[src/design/bdhe_pkg.sv]
// Shared types and constants for the button debounce / hold event block.
// Used by bdhe_step and button_debounce_hold_events_core. No dependencies.
package bdhe_pkg;

   // History pattern matching
   localparam logic [15:0] PATTERN_MASK = 16'hF03F;
   localparam logic [15:0] RISE_PATTERN = 16'h003F;
   localparam logic [15:0] FALL_PATTERN = 16'hF000;
   localparam logic [15:0] HIST_ONES    = 16'hFFFF;
   localparam logic [15:0] HIST_ZEROS   = 16'h0000;

   // Event codes
   localparam logic [1:0] EV_NONE     = 2'd0;
   localparam logic [1:0] EV_PRESSED  = 2'd1;
   localparam logic [1:0] EV_RELEASED = 2'd2;
   localparam logic [1:0] EV_HOLD     = 2'd3;

   // Register indexes
   localparam logic [1:0] CSR_ACTIVE_LOW     = 2'd0;
   localparam logic [1:0] CSR_HOLD_DELAY_MS  = 2'd1;
   localparam logic [1:0] CSR_HOLD_REPEAT_MS = 2'd2;

   // Register reset values
   localparam logic        RST_ACTIVE_LOW     = 1'b1;
   localparam logic [15:0] RST_HOLD_DELAY_MS  = 16'd1000;
   localparam logic [15:0] RST_HOLD_REPEAT_MS = 16'd200;

   typedef struct packed {
      logic [15:0] history;
      logic        held;
      logic [31:0] next_hold_time;
   } btn_state_type;

   typedef struct packed {
      logic        active_low;
      logic [15:0] hold_delay_ms;
      logic [15:0] hold_repeat_ms;
   } btn_cfg_type;

endpackage

[src/design/bdhe_step.sv]
// Next-state and event logic for one poll word.
// Depends on bdhe_pkg (state/config structs, patterns, event codes).
module bdhe_step
   import bdhe_pkg::*;
(
   input  btn_state_type state_cur,
   input  btn_cfg_type   cfg,
   input  logic          pin_level,
   input  logic [31:0]   now_ms,
   output btn_state_type state_nxt,
   output logic [1:0]    event_res
);

   logic [15:0] shifted;
   logic [15:0] hist_dn;
   logic [15:0] hist_up;
   logic        down_hit;
   logic        up_hit;
   logic        rise_a;
   logic        fall_a;
   logic        rise_b;
   logic        fall_b;

   always_comb begin
      shifted = {state_cur.history[14:0], pin_level};

      // down test on the freshly shifted history
      rise_a   = (shifted & PATTERN_MASK) == RISE_PATTERN;
      fall_a   = (shifted & PATTERN_MASK) == FALL_PATTERN;
      down_hit = cfg.active_low ? rise_a : fall_a;
      hist_dn  = down_hit ? (cfg.active_low ? HIST_ONES : HIST_ZEROS) : shifted;

      // up test sees the possibly rewritten history
      rise_b  = (hist_dn & PATTERN_MASK) == RISE_PATTERN;
      fall_b  = (hist_dn & PATTERN_MASK) == FALL_PATTERN;
      up_hit  = cfg.active_low ? fall_b : rise_b;
      hist_up = up_hit ? (cfg.active_low ? HIST_ZEROS : HIST_ONES) : hist_dn;

      state_nxt         = state_cur;
      state_nxt.history = hist_up;
      event_res         = EV_NONE;

      if (down_hit && !state_cur.held) begin
         state_nxt.history        = hist_dn;
         state_nxt.held           = 1'b1;
         state_nxt.next_hold_time = now_ms + {16'd0, cfg.hold_delay_ms};
         event_res                = EV_PRESSED;
      end else if (up_hit) begin
         state_nxt.held = 1'b0;
         event_res      = EV_RELEASED;
      end else if (state_cur.held && (now_ms >= state_cur.next_hold_time)) begin
         // no wrap handling on purpose: plain unsigned compare
         state_nxt.next_hold_time = state_cur.next_hold_time + {16'd0, cfg.hold_repeat_ms};
         event_res                = EV_HOLD;
      end
   end

endmodule

[src/design/button_debounce_hold_events_core.sv]
// A word goes through the input register, then the result register, onto rsp_*.
// Throughput: one poll word per cycle unless rsp_stall holds a full result register;
// the debounce state loops through bdhe_step combinationally, so consecutive words never wait on each other.
// Reset (synchronous, active high): history, held flag and hold time clear,
// registers return to active_low=1, hold_delay_ms=1000, hold_repeat_ms=200.
// Depends on bdhe_pkg and bdhe_step.
module button_debounce_hold_events_core
   import bdhe_pkg::*;
(
   input  logic        clock,
   input  logic        reset,
   // poll words in
   input  logic        req_valid,
   output logic        req_stall,
   input  logic        req_pin_level,
   input  logic [31:0] req_now_ms,
   // event words out
   output logic        rsp_valid,
   input  logic        rsp_stall,
   output logic [1:0]  rsp_event_res,
   // register writes
   input  logic        csr_write_en,
   input  logic [1:0]  csr_index,
   input  logic [15:0] csr_wdata
);

   // ---------------------------------------------------------------
   // Register file
   // ---------------------------------------------------------------
   btn_cfg_type cfg_ff;

   always_ff @(posedge clock) begin
      if (reset) begin
         cfg_ff.active_low     <= RST_ACTIVE_LOW;
         cfg_ff.hold_delay_ms  <= RST_HOLD_DELAY_MS;
         cfg_ff.hold_repeat_ms <= RST_HOLD_REPEAT_MS;
      end else if (csr_write_en) begin
         unique case (csr_index)
            CSR_ACTIVE_LOW:     cfg_ff.active_low     <= csr_wdata[0];
            CSR_HOLD_DELAY_MS:  cfg_ff.hold_delay_ms  <= csr_wdata;
            CSR_HOLD_REPEAT_MS: cfg_ff.hold_repeat_ms <= csr_wdata;
            default: ;  // unused index, write dropped
         endcase
      end
   end

   // ---------------------------------------------------------------
   // Input register
   // ---------------------------------------------------------------
   logic        in_valid_ff;
   logic        in_level_ff;
   logic [31:0] in_now_ff;
   logic        advance;

   // output slot free or being drained this cycle
   assign advance   = !rsp_valid || !rsp_stall;
   assign req_stall = in_valid_ff && !advance;

   always_ff @(posedge clock) begin
      if (reset) begin
         in_valid_ff <= 1'b0;
      end else if (!req_stall) begin
         in_valid_ff <= req_valid;
      end
   end

   always_ff @(posedge clock) begin
      if (!req_stall && req_valid) begin
         in_level_ff <= req_pin_level;
         in_now_ff   <= req_now_ms;
      end
   end

   // ---------------------------------------------------------------
   // Debounce state and evaluation
   // ---------------------------------------------------------------
   btn_state_type state_ff;
   btn_state_type state_in;
   logic [1:0]    event_in;
   logic          commit;

   bdhe_step u_step (
      .state_cur (state_ff),
      .cfg       (cfg_ff),
      .pin_level (in_level_ff),
      .now_ms    (in_now_ff),
      .state_nxt (state_in),
      .event_res (event_in)
   );

   // state only moves when a word leaves the input register
   assign commit = in_valid_ff && advance;

   always_ff @(posedge clock) begin
      if (reset) begin
         state_ff <= '0;
      end else if (commit) begin
         state_ff <= state_in;
      end
   end

   // ---------------------------------------------------------------
   // Result register
   // ---------------------------------------------------------------
   logic       rsp_valid_ff;
   logic [1:0] rsp_event_ff;

   always_ff @(posedge clock) begin
      if (reset) begin
         rsp_valid_ff <= 1'b0;
      end else if (advance) begin
         rsp_valid_ff <= in_valid_ff;
      end
   end

   always_ff @(posedge clock) begin
      if (commit) begin
         rsp_event_ff <= event_in;
      end
   end

   assign rsp_valid     = rsp_valid_ff;
   assign rsp_event_res = rsp_event_ff;

   // ---------------------------------------------------------------
   // Assertions
   // ---------------------------------------------------------------
   a_press_sets_held: assert property (@(posedge clock) disable iff (reset)
      (commit && event_in == EV_PRESSED) |=> state_ff.held)
      else $error("pressed word did not set held");

   a_release_clears_held: assert property (@(posedge clock) disable iff (reset)
      (commit && event_in == EV_RELEASED) |=> !state_ff.held)
      else $error("released word did not clear held");

   a_hold_needs_held: assert property (@(posedge clock) disable iff (reset)
      (commit && event_in == EV_HOLD) |-> (state_ff.held && in_now_ff >= state_ff.next_hold_time))
      else $error("hold event without armed hold");

   a_result_matches: assert property (@(posedge clock) disable iff (reset)
      commit |=> (rsp_valid && rsp_event_res == $past(event_in)))
      else $error("result register lost a word");

   a_stall_only_when_full: assert property (@(posedge clock) disable iff (reset)
      req_stall |-> (in_valid_ff && rsp_valid && rsp_stall))
      else $error("input stalled with room to move");

endmodule
[config.mk]
export PLATFORM = sky130hd
export DESIGN_NAME = button_debounce_hold_events_core
export DESIGN_NICKNAME = d
export VERILOG_FILES = /design/src/design/bdhe_pkg.sv /design/src/design/bdhe_step.sv /design/src/design/button_debounce_hold_events_core.sv
export SDC_FILE = /design/constraint.sdc
export NUM_CORES = 1
export LEC_CHECK = 0
export BUFFER_PORTS_ARGS = -buffer_cell sky130_fd_sc_hd__buf_2
export CORE_MARGIN = 4
export CORE_UTILIZATION = 45
export CTS_BUF_LIST = sky130_fd_sc_hd__clkbuf_2
export DETAILED_ROUTE_END_ITERATION = 7
export PLACE_DENSITY_LB_ADDON = 0.05
export SYNTH_ARGS = -nofsm -noshare
export SYNTH_HDL_FRONTEND = slang
export SYNTH_SLANG_ARGS = --single-unit
[constraint.sdc]
create_clock -name clock -period 8.05 [get_ports clock]
set_input_delay 0.805 -clock clock [delete_from_list [all_inputs] [get_ports clock]]
set_output_delay 0.805 -clock clock [all_outputs]
set_load 0.05 [all_outputs]
# After elaboration in Yosys (flattened, before gate mapping)
# Index checks and enable logic that the tools add are counted.
# W data, S select, Z words.
[word_totals]
ff_bits = 118
input_bits = 56
output_inout_bits = 4
word_cells = 53
[op_classes]
n_addsub = 2
n_lt_le_gt_ge = 1
n_eq_ne = 7
muxes = 13
n_reduce_logical = 19
[op_table]
columns = ["cell", "n"]
rows = [
  ["$add A32 B16 Y32", 2],
  ["$mux W32", 2],
  ["$mux W15", 3],
  ["$mux W33", 1],
  ["$ge A32 B32 Y1", 1],
  ["$mux W16", 2],
  ["$eq A10 B10 Y1 const B", 2],
  ["$eq A10 B6 Y1 const B", 2],
  ["$reduce_and A2 Y1", 4],
  ["$logic_and A1 B1 Y1", 5],
  ["$logic_not A1 Y1", 5],
  ["$mux W2", 2],
  ["$reduce_bool A2 Y1", 2],
  ["$mux W1", 3],
  ["$reduce_and A3 Y1", 1],
  ["$eq A2 B1 Y1 const B", 1],
  ["$eq A2 B2 Y1 const B", 1],
  ["$logic_not A2 Y1", 1],
  ["$ne A2 B2 Y1 const B", 1],
  ["$logic_or A1 B1 Y1", 1],
]

# Depth between registers and ports, before layout
[logic_depth]
word_depth = 7
mapped_depth = 13
depth_no_buf = 10

# By module
# A second synthesis with hierarchy kept.
[unflattened]
hier_cells = 901
area_unflattened_um2 = 8270.4
[modules_own_cells]
columns = ["module", "instances", "cells_each", "area_per_inst_um2", "seq_area_each_um2"]
rows = [
  ["button_debounce_hold_events_core", 1, 392, 4714.5, 2732.6],
  ["bdhe_step", 1, 509, 3555.9, 0.0],
]

# Worst setup path before layout
# Ideal clock, no wire load.
[synth_path]
kind = "input port to flip-flop"
start = "input port rsp_stall"
end = "register in_level_ff (enable)"
setup_time_ps = 426
arrival_time_ps = 2732
required_ps = 7624
slack_ps = 4891
cell_stages = 2
n_path_buf = 0
cell_sequence = "and3_1 nor2b_1"
[synth_via]
elab_chain_len = 6
[synth_rtl]
columns = ["item", "line", "text"]
rows = [
  ["start, declared", "button_debounce_hold_events_core.sv:19", "input logic rsp_stall,"],
  ["$logic_not A1 Y1", "button_debounce_hold_events_core.sv:56", "assign advance = !rsp_valid || !rsp_stall;"],
  ["$logic_or A1 B1 Y1", "button_debounce_hold_events_core.sv:56", ""],
  ["$logic_not A1 Y1", "button_debounce_hold_events_core.sv:57", "assign req_stall = in_valid_ff && !advance;"],
  ["$logic_and A1 B1 Y1", "button_debounce_hold_events_core.sv:57", ""],
  ["$logic_not A1 Y1", "button_debounce_hold_events_core.sv:68", "if (!req_stall && req_valid) begin"],
  ["$logic_and A1 B1 Y1", "button_debounce_hold_events_core.sv:68", ""],
  ["end signal, assigned", "button_debounce_hold_events_core.sv:69", "in_level_ff <= req_pin_level;"],
  ["end, declared", "button_debounce_hold_events_core.sv:51", "logic in_level_ff;"],
]
# No other way between the ends.
# A chain may end at the register's enable or synchronous reset.

# Worst setup path in the final report
[layout_path]
start = "register in_now_ff[25]"
end = "register state_ff[22] (netlist bit)"
[layout_via]
elab_chain_len = 4
[layout_rtl]
columns = ["item", "line", "text"]
rows = [
  ["start, declared", "button_debounce_hold_events_core.sv:52", "logic [31:0] in_now_ff;"],
  ["start signal, assigned", "button_debounce_hold_events_core.sv:70", "in_now_ff <= req_now_ms;"],
  ["$ge A32 B32 Y1", "bdhe_step.sv:51", "end else if (state_cur.held && (now_ms >= state_cur.next_hold_time)) begin"],
  ["$logic_and A1 B1 Y1", "bdhe_step.sv:51", ""],
  ["$reduce_bool A2 Y1 (no line)", "n/a", ""],
  ["$reduce_and A3 Y1 (no line)", "n/a", ""],
  ["end signal, assigned", "button_debounce_hold_events_core.sv:98", "state_ff <= state_in;"],
  ["end, declared", "button_debounce_hold_events_core.sv:77", "btn_state_type state_ff;"],
]
# No other way between the ends.

==> impl_metrics.ini <==
[timing]
hold_viol_final = 0
fin_setup_tns_ns = 0
max_slew.worst_pin.slew_ns = 1.06
setup_viol = 0
timing.fmax_ghz = 0.273
finClkSkew_ns = 0.0290
rsz0062_at_grt = no
period_share = 0.455
slew_headroom = 0.293
report.final.slew_viol_count = 0
period_minus_slack_ns = 3.66

[die]
start_util = 0.463
die_area_mm2 = 0.0178
core-area_mm2 = 0.0153
io_pins = 60
die_y_um = 134
std_cell_rows = 45
die_w_um = 134

[global_route]
grt_usage = 0.218
grt_max_degree = 67
antenna_found_initial = 0
grt_pass1_vias = 6032
grt_pass1_wl_mm = 31.3
grt-ovfl-total = 0

[routing]
wl_mm = 19.1
routed.top_layer = met4
ant_nets = 0
wl_per_cell_um = 17.6
met3_length_mm = 1.20
first_pass_iters = 6
vias_per_cell = 5.78
route.vias.total = 6299
drc = 0
drt-met1-wl_mm = 9.18
drt_iter0_markers = 633
wl_met2_mm = 8.49

[place]
port_buffers = 59
dpl_cell_area_mm2 = 0.00756
gp_congestion = 0.936
hpwl_mm = 13.7

[logic_synthesis]
syn_nets = 939
synth_cells = 817
synthArstFlopShare = 0
synth_top_family_by_area = compound AO/OA/AOI/OAI gates
synth_top_area_frac = 0.234
ys_types = 68
synth_edf_count = 35
synthTopCellsByArea = dfxtp_1 23%, edfxtp_1 15%, ha_1 11%, nand2_1 6.5%, a21oi_1 5.9%
synth-xor-area-share = 0.0494
synth.mux.area_fraction = 0.00141
yosysTopAreaCell = dfxtp_1
synth_compound_area_frac = 0.218
ys_ff_latch = 118
synthAdderAreaFrac = 0.119
yosysMostFrequentCell = nand2_1
ys_seq_area_frac = 0.383
synth_flop_cell = dfxtp_1
syn-cell-area_mm2 = 0.00709
synth-simple-area-share = 0.189
syn_area_per_cell_um2 = 8.68
yosys-top-cells-count = 122 x nand2_1, 83 x a21oi_1, 83 x dfxtp_1, 64 x ha_1, 50 x o21ai_0
yosys_warnings = 0

[critical_path]
reg2reg_slack_ns = 4.39
cp_slowest_cell = a2111oi_0
crit_buf_inv = 1
r2r-start = in_now_ff[25]
reg2reg_depth = 10
critPathRequiredTime_ns = 8.66
r2r-end = state_ff[22]
cp_top_family = compound AO/OA/AOI/OAI gates
start_kind = register
critPathMaxFanout = 39
path_cells = ha_1 -> nand4_1 -> or2_2 -> a2111oi_0 -> o31ai_1 -> a21oi_4 -> buf_4 -> nand3_1 -> or4_1 -> a31oi_1
critPathMaxStageDelay_ns = 0.55
cp-end-kind = register
arrival_ns = 4.27
critPathKind = register to register

[finish]
fin_util = 0.506
drive_gt1_frac = 0.120
fillers = 1500
seq_area_mm2 = 0.00271
area_growth_pct = 9.39
finalNetCount = 989
fin_area_mm2 = 0.00776
antenna_cells = 0
multi_input_area_mm2 = 0.00410

[clock_tree]
cts.sinks = 118
cts_setup_buffers = 0
cts_hold_buf = 0
h-tree-depth = 4
cts_resized = 0
cts_tree = built
clk_path_buf_depth = 2
cts_root_buf = clkbuf_2
clock_latency_ns = 0.68
cts.reportedPaths.clkPinSlew_ns = 0.17
cts-buffers-inserted = 17

[run_status]
status = complete, no violations

[pwr]
p_per_area_mw_per_mm2 = 149
leakage_nw = 3.04
fin_total_pwr_mw = 1.16
ir_drop_v = 0.000148

[run]
drv_cap = 0

[worst_hold_path]
holdCritStartpoint = req_now_ms[28]
hold_end = in_now_ff[28]
holdCritPathClass = input pin to register
worstHoldPathCells = 1
[state kept, by name (all words and copies together) (netlist names)]
register       count
in_now_ff         32
rsp_event_res      2
in_valid_ff        1
in_level_ff        1
rsp_valid          1
state_ff          48
cfg_ff            33
[where the power goes]
| part | leakage [nW] | switching (mW) | internal (mW) | total [mW] |
|---|---|---|---|---|
| clock network | 0.131 | 0.216 | 0.138 | 0.354 |
| registers | 1.01 | 0.0176 | 0.635 | 0.652 |
| logic | 1.89 | 0.0892 | 0.0605 | 0.150 |
[cell families after synthesis]
family	count (synthesis)
AND/OR/NAND/NOR	275
AO/OA/AOI/OAI	242
flip-flops	118
buffers and inverters	75
adder cells (fa/ha/maj)	66
XOR/XNOR	40
multiplexers	1
[routing by layer]
metal / vias to the layer above / global-route usage
li1: 3089 / -
met1: 2995 / 0.318
met2: 194 / 0.332
met3: 21 / 0.0465
met4: 0 / 0.0503
met5: - / 0
[stage by stage]
| step | hold WS (ns) | setup slack, ns | instances |
|---|---|---|---|
| 2_1_floorplan | 0.441 | 4.89 | 817 |
| 3_3_place_gp | 0.450 | 4.63 | 1059 |
| 3_5_place_dp | 0.454 | 4.55 | 1059 |
| 4_1_cts | 0.221 | 4.47 | 1089 |
| 5_1_grt | 0.180 | 4.31 | 1089 |
| 6_report | 0.292 | 4.39 | 1089 |
[worst max-delay path by stage]
stage	from	slack [ns]	endpoint	depth (start not counted)
after floorplan	rsp_stall	4.89	in_level_ff	2
after global placement	in_now_ff[25]	4.63	state_ff[22]	10
after detailed placement	in_now_ff[25]	4.55	state_ff[22]	10
after CTS	in_now_ff[25]	4.47	state_ff[22]	10
after global routing	in_now_ff[31]	4.31	state_ff[22]	10
final	in_now_ff[25]	4.39	state_ff[22]	10
[area by class of cell]
class	count	area share
clock buffer	21	0.0136
clock inverter	9	0.0115
inverter	42	0.0203
multi-input combinational	624	0.528
sequential	118	0.350
tap	211	0.0340
timing repair buffer	64	0.0429
[placed cells by master (no fill, tap or decap), types with 3 or more instances in the layout]
master	n
nand3_1	24
or4_1	3
xor2_1	23
o21bai_1	5
nor3_1	9
and4_1	5
nand2b_1	4
edfxtp_1	35
nor4_1	8
o21a_1	6
o21ai_0	50
nor2_1	40
a21o_1	17
a21oi_1	83
o31ai_1	4
ha_1	64
xnor2_1	17
buf_2	59
clkinv_1	7
dfxtp_1	83
a311oi_1	3
nand4_1	20
clkbuf_2	21
and2_1	5
nor3b_1	5
inv_1	39
a31oi_1	16
and3_1	13
a211oi_1	30
a41o_1	3
nand2_1	122
buf_4	5
o211ai_1	4
(Power assumes the default switching activity.)
